File: config.mk
export PLATFORM = sky130hd
export DESIGN_NAME = escaped_frame_receiver_collision_check_core
export DESIGN_NICKNAME = d
export VERILOG_FILES = /design/src/hdl/efr_pkg.sv /design/src/hdl/efr_ram.sv /design/src/hdl/efr_exec.sv /design/src/hdl/escaped_frame_receiver_collision_check_core.sv
export SDC_FILE = /design/constraint.sdc
export NUM_CORES = 1
export LEC_CHECK = 0
export BUFFER_PORTS_ARGS = -buffer_cell sky130_fd_sc_hd__buf_2
export CORE_AREA = 2 2 364 366
export CTS_CLUSTER_DIAMETER = 120
export DETAILED_ROUTE_END_ITERATION = 7
export DIE_AREA = 0 0 366 368
export SETUP_SLACK_MARGIN = 0.15
export SLEW_MARGIN = 20
export SYNTH_ARGS = -nofsm -noshare
export SYNTH_HDL_FRONTEND = slang
export SYNTH_SLANG_ARGS = --single-unit
export TNS_END_PERCENT = 30
File: constraint.sdc
create_clock -name clk -period 5.1 [get_ports clk]
set_input_delay 0.765 -clock clk [delete_from_list [all_inputs] [get_ports clk]]
set_output_delay 0.765 -clock clk [all_outputs]
set_load 0.01 [all_outputs]
File: src/hdl/efr_pkg.sv
package efr_pkg;

    // receive and transmit store depth
    localparam int BUF_DEPTH = 64;
    localparam int ADDR_W    = $clog2(BUF_DEPTH);
    localparam int CNT_W     = $clog2(BUF_DEPTH + 1);

    // fixed field widths
    localparam int OP_W     = 3;
    localparam int BYTE_W   = 8;
    localparam int IDX_W    = 6;
    localparam int STATUS_W = 3;
    localparam int MSG_W    = 7;
    localparam int WIDE_W   = CNT_W + IDX_W;

    localparam int S_DATA_W = 16;
    localparam int S_USER_W = 3;
    localparam int M_DATA_W = 24;

    localparam logic [BYTE_W-1:0] HIGH_BIT = 8'h80;

    // operation codes
    localparam logic [OP_W-1:0] OP_LINE_BYTE = 3'd0;
    localparam logic [OP_W-1:0] OP_TX_LOAD   = 3'd1;
    localparam logic [OP_W-1:0] OP_TX_START  = 3'd2;
    localparam logic [OP_W-1:0] OP_TX_END    = 3'd3;
    localparam logic [OP_W-1:0] OP_STATUS_RD = 3'd4;
    localparam logic [OP_W-1:0] OP_BUF_RD    = 3'd5;

    // status codes
    localparam logic [STATUS_W-1:0] ST_OK       = 3'd0;
    localparam logic [STATUS_W-1:0] ST_OVERFLOW = 3'd1;
    localparam logic [STATUS_W-1:0] ST_NODATA   = 3'd2;
    localparam logic [STATUS_W-1:0] ST_ABORTED  = 3'd3;
    localparam logic [STATUS_W-1:0] ST_LOCKED   = 3'd4;

    // register indexes
    localparam logic [1:0] REG_START  = 2'd0;
    localparam logic [1:0] REG_STOP   = 2'd1;
    localparam logic [1:0] REG_ESCAPE = 2'd2;

    typedef struct packed {
        logic [BYTE_W-1:0] start_code;
        logic [BYTE_W-1:0] stop_code;
        logic [BYTE_W-1:0] escape_code;
    } codes_t;

    typedef struct packed {
        logic [OP_W-1:0]   op;
        logic [BYTE_W-1:0] byte_in;
        logic [IDX_W-1:0]  index;
    } item_t;

    typedef struct packed {
        logic [STATUS_W-1:0] status;
        logic [BYTE_W-1:0]   data_out;
        logic [MSG_W-1:0]    msg_length;
        logic                frame_open;
        logic                collision;
    } result_t;

    typedef struct packed {
        logic              en;
        logic [ADDR_W-1:0] addr;
        logic [BYTE_W-1:0] data;
    } wr_req_t;

    // store address taken from an item index
    function automatic logic [ADDR_W-1:0] idx_to_addr(input logic [IDX_W-1:0] idx);
        logic [WIDE_W-1:0] wide;
        wide = {{CNT_W{1'b0}}, idx};
        return wide[ADDR_W-1:0];
    endfunction

endpackage

File: src/hdl/efr_ram.sv
module efr_ram #(
    parameter int WIDTH = 8,
    parameter int DEPTH = 64
) (
    input  logic                     clk,
    input  logic                     we,
    input  logic [$clog2(DEPTH)-1:0] waddr,
    input  logic [WIDTH-1:0]         wdata,
    input  logic                     re,
    input  logic [$clog2(DEPTH)-1:0] raddr,
    output logic [WIDTH-1:0]         rdata
);

    logic [WIDTH-1:0] mem_reg [DEPTH];
    logic [WIDTH-1:0] rdata_reg;

    // one write port, one registered read port
    always_ff @(posedge clk)
    begin
        if (we)
        begin
            mem_reg[waddr] <= wdata;
        end
        if (re)
        begin
            rdata_reg <= mem_reg[raddr];
        end
    end

    assign rdata = rdata_reg;

endmodule

File: src/hdl/efr_exec.sv
module efr_exec
    import efr_pkg::*;
(
    input  logic             clk,
    input  logic             rst_n,
    input  logic             commit,
    input  item_t            item,
    input  codes_t           codes,
    input  logic [BYTE_W-1:0] tx_q,
    input  logic [BYTE_W-1:0] rx_q,
    output result_t          result,
    output wr_req_t          rx_wr,
    output wr_req_t          tx_wr,
    output logic [CNT_W-1:0] count_next
);

    logic [CNT_W-1:0] rx_count_reg;
    logic             escape_pending_reg, escape_pending_next;
    logic             msg_complete_reg, msg_complete_next;
    logic             overflow_flag_reg, overflow_flag_next;
    logic             tx_active_reg, tx_active_next;
    logic             tx_ok_reg, tx_ok_next;
    logic             frame_flag_reg, frame_flag_next;
    logic [CNT_W-1:0] rx_count_next;

    logic [BYTE_W-1:0] line_val;
    logic [WIDE_W-1:0] idx_wide;
    logic [WIDE_W-1:0] cnt_wide;
    logic              store_room;

    assign line_val   = escape_pending_reg ? (item.byte_in | HIGH_BIT) : item.byte_in;
    assign idx_wide   = {{CNT_W{1'b0}}, item.index};
    assign cnt_wide   = {{IDX_W{1'b0}}, rx_count_reg};
    assign store_room = (cnt_wide < WIDE_W'(BUF_DEPTH));

    // item decode and next state
    always_comb
    begin
        rx_count_next       = rx_count_reg;
        escape_pending_next = escape_pending_reg;
        msg_complete_next   = msg_complete_reg;
        overflow_flag_next  = overflow_flag_reg;
        tx_active_next      = tx_active_reg;
        tx_ok_next          = tx_ok_reg;
        frame_flag_next     = frame_flag_reg;
        result.status       = ST_OK;
        result.data_out     = '0;
        rx_wr.en            = 1'b0;
        rx_wr.addr          = rx_count_reg[ADDR_W-1:0];
        rx_wr.data          = line_val;
        tx_wr.en            = 1'b0;
        tx_wr.addr          = idx_wide[ADDR_W-1:0];
        tx_wr.data          = item.byte_in;
        case (item.op)
            OP_LINE_BYTE:
            begin
                if (item.byte_in == codes.start_code)
                begin
                    if (msg_complete_reg)
                    begin
                        overflow_flag_next = 1'b1;
                        msg_complete_next  = 1'b0;
                    end
                    rx_count_next   = '0;
                    frame_flag_next = 1'b1;
                end
                else if (item.byte_in == codes.stop_code)
                begin
                    if (!tx_active_reg)
                    begin
                        msg_complete_next = 1'b1;
                    end
                    frame_flag_next = 1'b0;
                end
                else if (item.byte_in == codes.escape_code)
                begin
                    escape_pending_next = 1'b1;
                end
                else
                begin
                    escape_pending_next = 1'b0;
                    if (store_room)
                    begin
                        if (tx_active_reg && (tx_q != line_val))
                        begin
                            tx_ok_next = 1'b0;
                        end
                        rx_wr.en      = commit;
                        rx_count_next = rx_count_reg + 1'b1;
                    end
                    else if (tx_active_reg)
                    begin
                        tx_ok_next = 1'b0;
                    end
                end
            end
            OP_TX_LOAD:
            begin
                tx_wr.en = commit && (idx_wide < WIDE_W'(BUF_DEPTH));
            end
            OP_TX_START:
            begin
                if (msg_complete_reg)
                begin
                    result.status = ST_LOCKED;
                end
                else
                begin
                    tx_active_next = 1'b1;
                    tx_ok_next     = 1'b1;
                end
            end
            OP_TX_END:
            begin
                result.status  = (tx_active_reg && tx_ok_reg) ? ST_OK : ST_ABORTED;
                tx_active_next = 1'b0;
                tx_ok_next     = 1'b0;
            end
            OP_STATUS_RD:
            begin
                if (overflow_flag_reg)
                begin
                    overflow_flag_next = 1'b0;
                    result.status      = ST_OVERFLOW;
                end
                else if (msg_complete_reg)
                begin
                    msg_complete_next = 1'b0;
                end
                else
                begin
                    result.status = ST_NODATA;
                end
            end
            OP_BUF_RD:
            begin
                if ((idx_wide < cnt_wide) && (idx_wide < WIDE_W'(BUF_DEPTH)))
                begin
                    result.data_out = rx_q;
                end
                else
                begin
                    result.status = ST_NODATA;
                end
            end
            default:
            begin
            end
        endcase
        result.msg_length = MSG_W'(rx_count_next);
        result.frame_open = frame_flag_next;
        result.collision  = tx_active_next && !tx_ok_next;
    end

    // count after the current item, or held when nothing commits
    assign count_next = commit ? rx_count_next : rx_count_reg;

    // receiver state
    always_ff @(posedge clk or negedge rst_n)
    begin
        if (!rst_n)
        begin
            rx_count_reg       <= '0;
            escape_pending_reg <= 1'b0;
            msg_complete_reg   <= 1'b0;
            overflow_flag_reg  <= 1'b0;
            tx_active_reg      <= 1'b0;
            tx_ok_reg          <= 1'b0;
            frame_flag_reg     <= 1'b0;
        end
        else if (commit)
        begin
            rx_count_reg       <= rx_count_next;
            escape_pending_reg <= escape_pending_next;
            msg_complete_reg   <= msg_complete_next;
            overflow_flag_reg  <= overflow_flag_next;
            tx_active_reg      <= tx_active_next;
            tx_ok_reg          <= tx_ok_next;
            frame_flag_reg     <= frame_flag_next;
        end
    end

`ifndef SYNTHESIS
    // count saturates at the store depth
    assert property (@(posedge clk) disable iff (!rst_n)
        {{IDX_W{1'b0}}, rx_count_reg} <= WIDE_W'(BUF_DEPTH))
        else $error("rx count beyond store depth");

    // transmit check flag only lives inside a transmit
    assert property (@(posedge clk) disable iff (!rst_n)
        !tx_active_reg |-> !tx_ok_reg)
        else $error("tx ok set with no transmit active");

    // status read with overflow pending clears it
    assert property (@(posedge clk) disable iff (!rst_n)
        (commit && (item.op == OP_STATUS_RD) && overflow_flag_reg) |=> !overflow_flag_reg)
        else $error("overflow not cleared by status read");

    // no store write without a committed item
    assert property (@(posedge clk) disable iff (!rst_n)
        (rx_wr.en || tx_wr.en) |-> commit)
        else $error("store write outside commit");
`endif

endmodule

File: src/hdl/escaped_frame_receiver_collision_check_core.sv
// registered path: input register, then result register
// throughput: one item per cycle while m_tready does not stall the result register; the stores
// are read at accept, and write/read collisions on the same entry are bypassed
// reset: rst_n is asynchronous, active low; clears control state and sets the
// frame codes to start 253, stop 254, escape 252; store contents are undefined
module escaped_frame_receiver_collision_check_core
    import efr_pkg::*;
(
    input  logic                clk,
    input  logic                rst_n,
    input  logic                s_tvalid,
    output logic                s_tready,
    input  logic [S_DATA_W-1:0] s_tdata,   // byte_in[7:0], index[13:8], zero fill
    input  logic [S_USER_W-1:0] s_tuser,   // op[2:0]
    output logic                m_tvalid,
    input  logic                m_tready,
    output logic [M_DATA_W-1:0] m_tdata,   // status[2:0], data_out[10:3],
                                           // msg_length[17:11], frame_open[18],
                                           // collision[19], zero fill
    input  logic                wr_en,
    input  logic [1:0]          wr_index,
    input  logic [BYTE_W-1:0]   wr_data
);

    codes_t            codes_reg;
    logic              s1_valid_reg;
    item_t             s1_item_reg;
    logic              out_valid_reg;
    result_t           out_res_reg;
    logic              tx_byp_reg;
    logic [BYTE_W-1:0] tx_byp_data_reg;
    logic              rx_byp_reg;
    logic [BYTE_W-1:0] rx_byp_data_reg;

    item_t             in_item;
    logic              advance;
    logic              accept;
    logic              commit;
    result_t           result;
    wr_req_t           rx_wr;
    wr_req_t           tx_wr;
    logic [CNT_W-1:0]  count_next;
    logic [ADDR_W-1:0] tx_raddr;
    logic [ADDR_W-1:0] rx_raddr;
    logic [BYTE_W-1:0] tx_ram_q;
    logic [BYTE_W-1:0] rx_ram_q;
    logic [BYTE_W-1:0] tx_q;
    logic [BYTE_W-1:0] rx_q;

    assign in_item.op      = s_tuser[OP_W-1:0];
    assign in_item.byte_in = s_tdata[BYTE_W-1:0];
    assign in_item.index   = s_tdata[BYTE_W+IDX_W-1:BYTE_W];

    // handshake
    assign advance  = !out_valid_reg || m_tready;
    assign s_tready = !s1_valid_reg || advance;
    assign accept   = s_tvalid && s_tready;
    assign commit   = s1_valid_reg && advance;

    // frame code registers
    always_ff @(posedge clk or negedge rst_n)
    begin
        if (!rst_n)
        begin
            codes_reg.start_code  <= 8'd253;
            codes_reg.stop_code   <= 8'd254;
            codes_reg.escape_code <= 8'd252;
        end
        else if (wr_en)
        begin
            case (wr_index)
                REG_START:  codes_reg.start_code  <= wr_data;
                REG_STOP:   codes_reg.stop_code   <= wr_data;
                REG_ESCAPE: codes_reg.escape_code <= wr_data;
                default:
                begin
                end
            endcase
        end
    end

    // store read addresses: the count after the item now committing, and the item index
    assign tx_raddr = count_next[ADDR_W-1:0];
    assign rx_raddr = idx_to_addr(in_item.index);

    efr_ram #(.WIDTH(BYTE_W), .DEPTH(BUF_DEPTH)) u_tx_ram (
        .clk   (clk),
        .we    (tx_wr.en),
        .waddr (tx_wr.addr),
        .wdata (tx_wr.data),
        .re    (accept),
        .raddr (tx_raddr),
        .rdata (tx_ram_q)
    );

    efr_ram #(.WIDTH(BYTE_W), .DEPTH(BUF_DEPTH)) u_rx_ram (
        .clk   (clk),
        .we    (rx_wr.en),
        .waddr (rx_wr.addr),
        .wdata (rx_wr.data),
        .re    (accept),
        .raddr (rx_raddr),
        .rdata (rx_ram_q)
    );

    // input register with write-to-read bypass
    always_ff @(posedge clk or negedge rst_n)
    begin
        if (!rst_n)
        begin
            s1_valid_reg <= 1'b0;
        end
        else if (s_tready)
        begin
            s1_valid_reg <= s_tvalid;
        end
    end

    always_ff @(posedge clk)
    begin
        if (accept)
        begin
            s1_item_reg     <= in_item;
            tx_byp_reg      <= tx_wr.en && (tx_wr.addr == tx_raddr);
            tx_byp_data_reg <= tx_wr.data;
            rx_byp_reg      <= rx_wr.en && (rx_wr.addr == rx_raddr);
            rx_byp_data_reg <= rx_wr.data;
        end
    end

    assign tx_q = tx_byp_reg ? tx_byp_data_reg : tx_ram_q;
    assign rx_q = rx_byp_reg ? rx_byp_data_reg : rx_ram_q;

    efr_exec u_exec (
        .clk        (clk),
        .rst_n      (rst_n),
        .commit     (commit),
        .item       (s1_item_reg),
        .codes      (codes_reg),
        .tx_q       (tx_q),
        .rx_q       (rx_q),
        .result     (result),
        .rx_wr      (rx_wr),
        .tx_wr      (tx_wr),
        .count_next (count_next)
    );

    // result register
    always_ff @(posedge clk or negedge rst_n)
    begin
        if (!rst_n)
        begin
            out_valid_reg <= 1'b0;
        end
        else if (advance)
        begin
            out_valid_reg <= s1_valid_reg;
        end
    end

    always_ff @(posedge clk)
    begin
        if (commit)
        begin
            out_res_reg <= result;
        end
    end

    assign m_tvalid = out_valid_reg;
    assign m_tdata  = {4'b0000, out_res_reg.collision, out_res_reg.frame_open,
                       out_res_reg.msg_length, out_res_reg.data_out, out_res_reg.status};

endmodule
* Word level (Yosys, flattened, before mapping)
Memories as Yosys holds them, arrays and structs flattened. A register that Yosys moved wholly into a read port is not among the register bits. Index checks and enable logic that the tools add are counted.
Storage, ports and cells: bits in registers 94, RAM bits 1024, input bits 34, output and inout port bits 26, memories 2
Operators by class: add/sub/neg operators 1, $lt $le $gt $ge 3, eq/ne operators 18, mux-type cells 47, bitwise operators 2, reductions and logical operators 24
Memory list:
- u_rx_ram.mem_reg | depth 64, bits a word 8, read ports 1, clocked after Yosys merged registers in 1, wr ports 1, line efr_ram.sv:14 | logic [WIDTH-1:0] mem_reg [DEPTH];
- u_tx_ram.mem_reg | depth 64, bits a word 8, read ports 1, clocked after Yosys merged registers in 1, wr ports 1, line efr_ram.sv:14
Operators with widths (number):
- two-way mux 7 bit | 5
- two-way mux 1 bit | 28
- == test 8 bit | 3
- two-way mux 8 bit | 3
- == test 6 bit | 2
- one-hot mux 3 bit (4 select lines) | 1
- logical AND 1 bit | 9
- inequality test 8 bit | 1
- AND reduction 2 bit | 4
- AND reduction 4 bit | 2
- adder 7 x 1 -> 7 bit, second input constant | 1
- less-than comparator 6 x 7 -> 1 bit | 1
- less-than comparator 6 x 7 -> 1 bit, second input constant | 1
- less-than comparator 7 bit, second input constant | 1
- == test 3 x 2 -> 1 bit, second input constant | 2
- == test 3 bit, second input constant | 2
- two-way mux 2 bit | 3
- two-way mux 3 bit | 2
- two-way mux 6 bit | 1
- one-hot mux 1 bit (2 select lines) | 3
- AND reduction 5 bit | 1
- inequality test 2 x 1 -> 1 bit, second input constant | 2
- == test 3 x 1 -> 1 bit, second input constant | 1
- logical NOT 1 bit | 3
- other kinds (11) | 13

* Depth between registers and ports, before layout
word-level depth 11, gate-level depth with buffers 16, mapped depth without buffers 12

* Modules after synthesis
Synthesis repeated with hierarchy kept, for this count alone.
Unflattened totals: cells, all modules 2254, area, all modules 45302.2 µm²
By module, submodules not included:
- efr_ram | instances 2, cells an instance 940, area an instance 20246.9 µm², sequential area each 15615.0 µm²
- escaped_frame_receiver_collision_check_core | instances 1, cells an instance 153, area an instance 3029.2 µm², sequential area each 2327.2 µm²
- efr_exec | instances 1, cells an instance 221, area an instance 1779.2 µm², sequential area each 325.3 µm²

* Least setup slack after synthesis
No wires, ideal clock.
path kind reg2reg, start register s1_item_reg[7] in the netlist's numbering, end register u_tx_ram.rdata_reg[0], in the netlist u_tx_ram.rdata[0] (read register of u_tx_ram.mem_reg) (data pin), setup time 0.257 ns, data arrival time 4.407 ns, data required time 4.843 ns, slack 0.436 ns, cell stages (with the launch flop) 14, buffers on the path 1, path through edfxtp_1 > xor2_1 > or4_1 > o211ai_1 > or4_1 > and3_1 > buf_4 > inv_4 > nor3_2 > a32oi_1 > and3_1 > a31oi_1 > o221ai_1 > a32o_1
Between the ends: cells in the longest elaborated chain, start to end 6, elaborated cells on any way between the ends 8, classes of those cells eq/ne: 3; mux: 5
RTL lines:
- start, declared | line escaped_frame_receiver_collision_check_core.sv:27 | item_t s1_item_reg;
- start signal, assigned | line escaped_frame_receiver_collision_check_core.sv:123 | s1_item_reg <= in_item;
- == test 8 bit | line efr_exec.sv:75 | else if (item.byte_in == codes.escape_code)
- two-way mux 7 bit | line efr_exec.sv:75
- two-way mux 7 bit | line efr_exec.sv:67 | else if (item.byte_in == codes.stop_code)
- two-way mux 7 bit (*) | line efr_exec.sv:57 | if (item.byte_in == codes.start_code)
- two-way mux 7 bit (*) | line efr_exec.sv:54 | case (item.op)
- two-way mux 6 bit (*)
- end, declared | line efr_ram.sv:15 | logic [WIDTH-1:0] rdata_reg;
Every way passes the cells marked *; elsewhere a longest branch is shown, timed or not. A chain may end at the register's enable or synchronous reset.

* Final worst setup path
start register s1_item_reg[6] in the netlist's numbering, end register u_tx_ram.rdata_reg[7], in the netlist u_tx_ram.rdata[7] (read register of u_tx_ram.mem_reg) (data pin)
The elaborated chain is that of the path after synthesis.

==> out/metrics.cfg <==
[outcome]
status = finished, final reports clean

[grt]
grt_pass1_wl_mm = 172.1
grt_pass1_vias = 24970
antenna_found_initial = 8
track_usage = 0.1716
overflow = 0
grt_max_degree = 90

[sta]
finalSetupViolations = 0
maxSlewHeadroom = 0.2011
skew_ns = 0.05247
max_freq_ghz = 0.2235
rsz0062_at_grt = no
tightest_slew_ns = 1.186
slew_viol_final = 0
final.min_clock_period_ns = 4.474
fin_crit_sh = 0.8772
hold_viol = 0
setup_tns_ns = 0

[clock_tree]
h-tree-depth = 3
cts_resized = 0
cts_buffers = 110
clk_pin_slew_ns = 0.06
clk_latency_ns = 0.71
cts_tree = done
clock_path_buffers = 3
cts_hold_buf = 0
cts_setup_buffers = 0
clock-sinks = 1127
cts-root-buf = clkbuf_16

[die]
start_util = 0.3470
die_w_um = 366
dieArea_um2 = 134700
design.core.area_um2 = 130800
dieHeight_um = 368
std_cell_rows = 133
io_pins = 60

[yosys]
synth_top_area_share = 0.7198
synth_edf_count = 1088
synthCells = 2772
ys_ff_latch = 1127
synth.distinct_cells = 78
synth.avg_cell_area_um2 = 16.37
synth_common_cells = edfxtp_1, nand2_1, nor2_1
syn_area_um2 = 45390
ys_top_cells_by_area = edfxtp_1, mux4_2, nand2_1
synth.largest_area_cell = edfxtp_1
yosys_warnings = 0
yosysMostFrequentCell = edfxtp_1
synth_flop_cell = edfxtp_1
ys_seq_area_frac = 0.7418
synthArstFlopShare = 0.03461

[finish]
fin_area_um2 = 51600
final_nets = 2929
drive_gt1_frac = 0.1856
final_core_util = 0.3945
instances_no_fill = 4735
area_growth_pct = 13.68

[placed_design]
post_dp_cell_area_um2 = 48100
numPortBuffers = 53
dpl.cell_count = 4532
dp_hpwl_mm = 73.74
routabilityCongestion = 0.8270

[worst_setup_path]
reg2reg_slack_ns = 0.63
setup.worst_path.class = flip-flop to flip-flop
cp.required_ns = 5.55
path_max_fanout = 86
cp.arrival_ns = 4.93
critPathCaptureType = flip-flop
cp-start-kind = flip-flop
r2r_cells = 14

[hold_path]
worstHoldPathType = input pin to asynchronous set/reset pin

[power_and_ir_drop]
p_int_uw = 16020
p_per_area_nw_per_um2 = 434.0
power.switching_uw = 6376
seqPwrFrac = 0.469
power_leakage_uw = 0.01674
vdd_drop_max_mv = 0.2991
p_clk_frac = 0.355
p_comb_frac = 0.175
swShare = 0.2847
power.total_uw = 22400

[detailed_routing]
drt_iter0_markers = 3027
routed_wl_mm = 117.6
num_vias = 25290
viasPerCell = 5.340
wire_per_inst_um = 24.84
drc = 0
ant_nets = 0
first_pass_iters = 6

[flow_run]
maxCapViolations = 0

-- through the flow --
stage	setup slack, ns	hold slack [ns]
5_1_grt	0.4006	0.2246
2_1_floorplan	0.4361	0.4464
4_1_cts	0.5955	0.2095
6_report	0.6261	0.2029
3_3_place_gp	0.6262	0.4670
3_5_place_dp	0.6193	0.4891
-- cells in the final DEF, fill, tap and decap left out, types with 11 or more instances in the layout --
cell,n
edfxtp_1,1088
nand2_1,449
nor2_1,186
mux4_2,168
nand3_1,155
clkbuf_16,111
buf_4,97
mux2i_1,63
buf_2,51
a21oi_1,41
xor2_1,33
nor3_1,32
clkinv_1,30
a32oi_1,30
mux2_2,28
o21ai_0,27
nand4_1,26
a31oi_1,26
clkbuf_1,24
dfstp_2,20
nor4_1,19
dfrtp_1,19
clkinv_2,18
and3_1,14
xnor2_1,13
a211oi_1,13
buf_12,11
-- power by group through the flow --
stage | sequential [uW] | combinational, uW | clock, uW
2_1_floorplan | 10700 | 2270 | 0
3_3_place_gp | 10700 | 3890 | 0
3_5_place_dp | 10700 | 3900 | 0
4_1_cts | 10500 | 3920 | 8040
5_1_grt | 10500 | 4220 | 8430
6_report | 10500 | 3930 | 7950
-- worst max-delay path: stages (launching register included) --
cell	delay, ns
edfxtp_1	0.54
xor2_1	0.22
nor4_1	0.41
nand2_1	0.24
and4_1	0.28
mux2_4	0.25
buf_12	0.35
nor2_1	0.19
buf_4	0.20
a222oi_1	0.35
nor2_1	0.07
o21ai_0	0.38
nand4_1	0.28
nor3b_1	0.22
buf_4	0.17
-- path summary, 6_finish.rpt --
kind	from	to
max	s1_item_reg[6]	u_tx_ram.rdata[7]
min	rst_n	codes_reg[1]
max reg2reg	s1_item_reg[6]	u_tx_ram.rdata[7]
min reg2reg	u_exec.frame_flag_reg	u_exec.frame_flag_reg
max in group asynchronous	rst_n	u_exec.rx_count_reg[4]
min in group clk	s_tuser[0]	s1_item_reg[14]
-- final cells by class --
type | instances | area, um2
fillers | 11950 | 79200
flip-flops and latches | 1127 | 33670
multi-input cells | 1473 | 10930
clock buffers | 140 | 2937
well taps | 1755 | 2196
repair buffers | 161 | 1229
clock inverters | 62 | 563.0
inverters | 16 | 67.56
diodes | 1 | 2.502
-- logic make-up (layout without fill, tap and decap cells) --
group / count (synthesis) / count (layout) / synth area share
flops: 1127 / 1127 / 0.7418
simple gates: 941 / 941 / 0.09146
mux: 260 / 260 / 0.1044
compound gates: 216 / 216 / 0.03344
buf+inv: 175 / 379 / 0.01819
xor+xnor: 46 / 46 / 0.008876
fa+ha+maj: 6 / 6 / 0.001654
other cells: 1 / 5 / 0.00008262
-- per-layer routing --
| metal | GRT usage | wire (um) | vias to the layer above | part of all wire |
|---|---|---|---|---|
| met3 | 0.03031 | 9324 | 193 | 0.079 |
| met1 | 0.2349 | 48570 | 12960 | 0.41 |
| met5 | 0 | 9 | - | 0.000077 |
| met2 | 0.2799 | 56120 | 1092 | 0.48 |
| li1 | - | - | 11040 | - |
| met4 | 0.05184 | 3605 | 2 | 0.031 |
(Power assumes the default switching activity.)
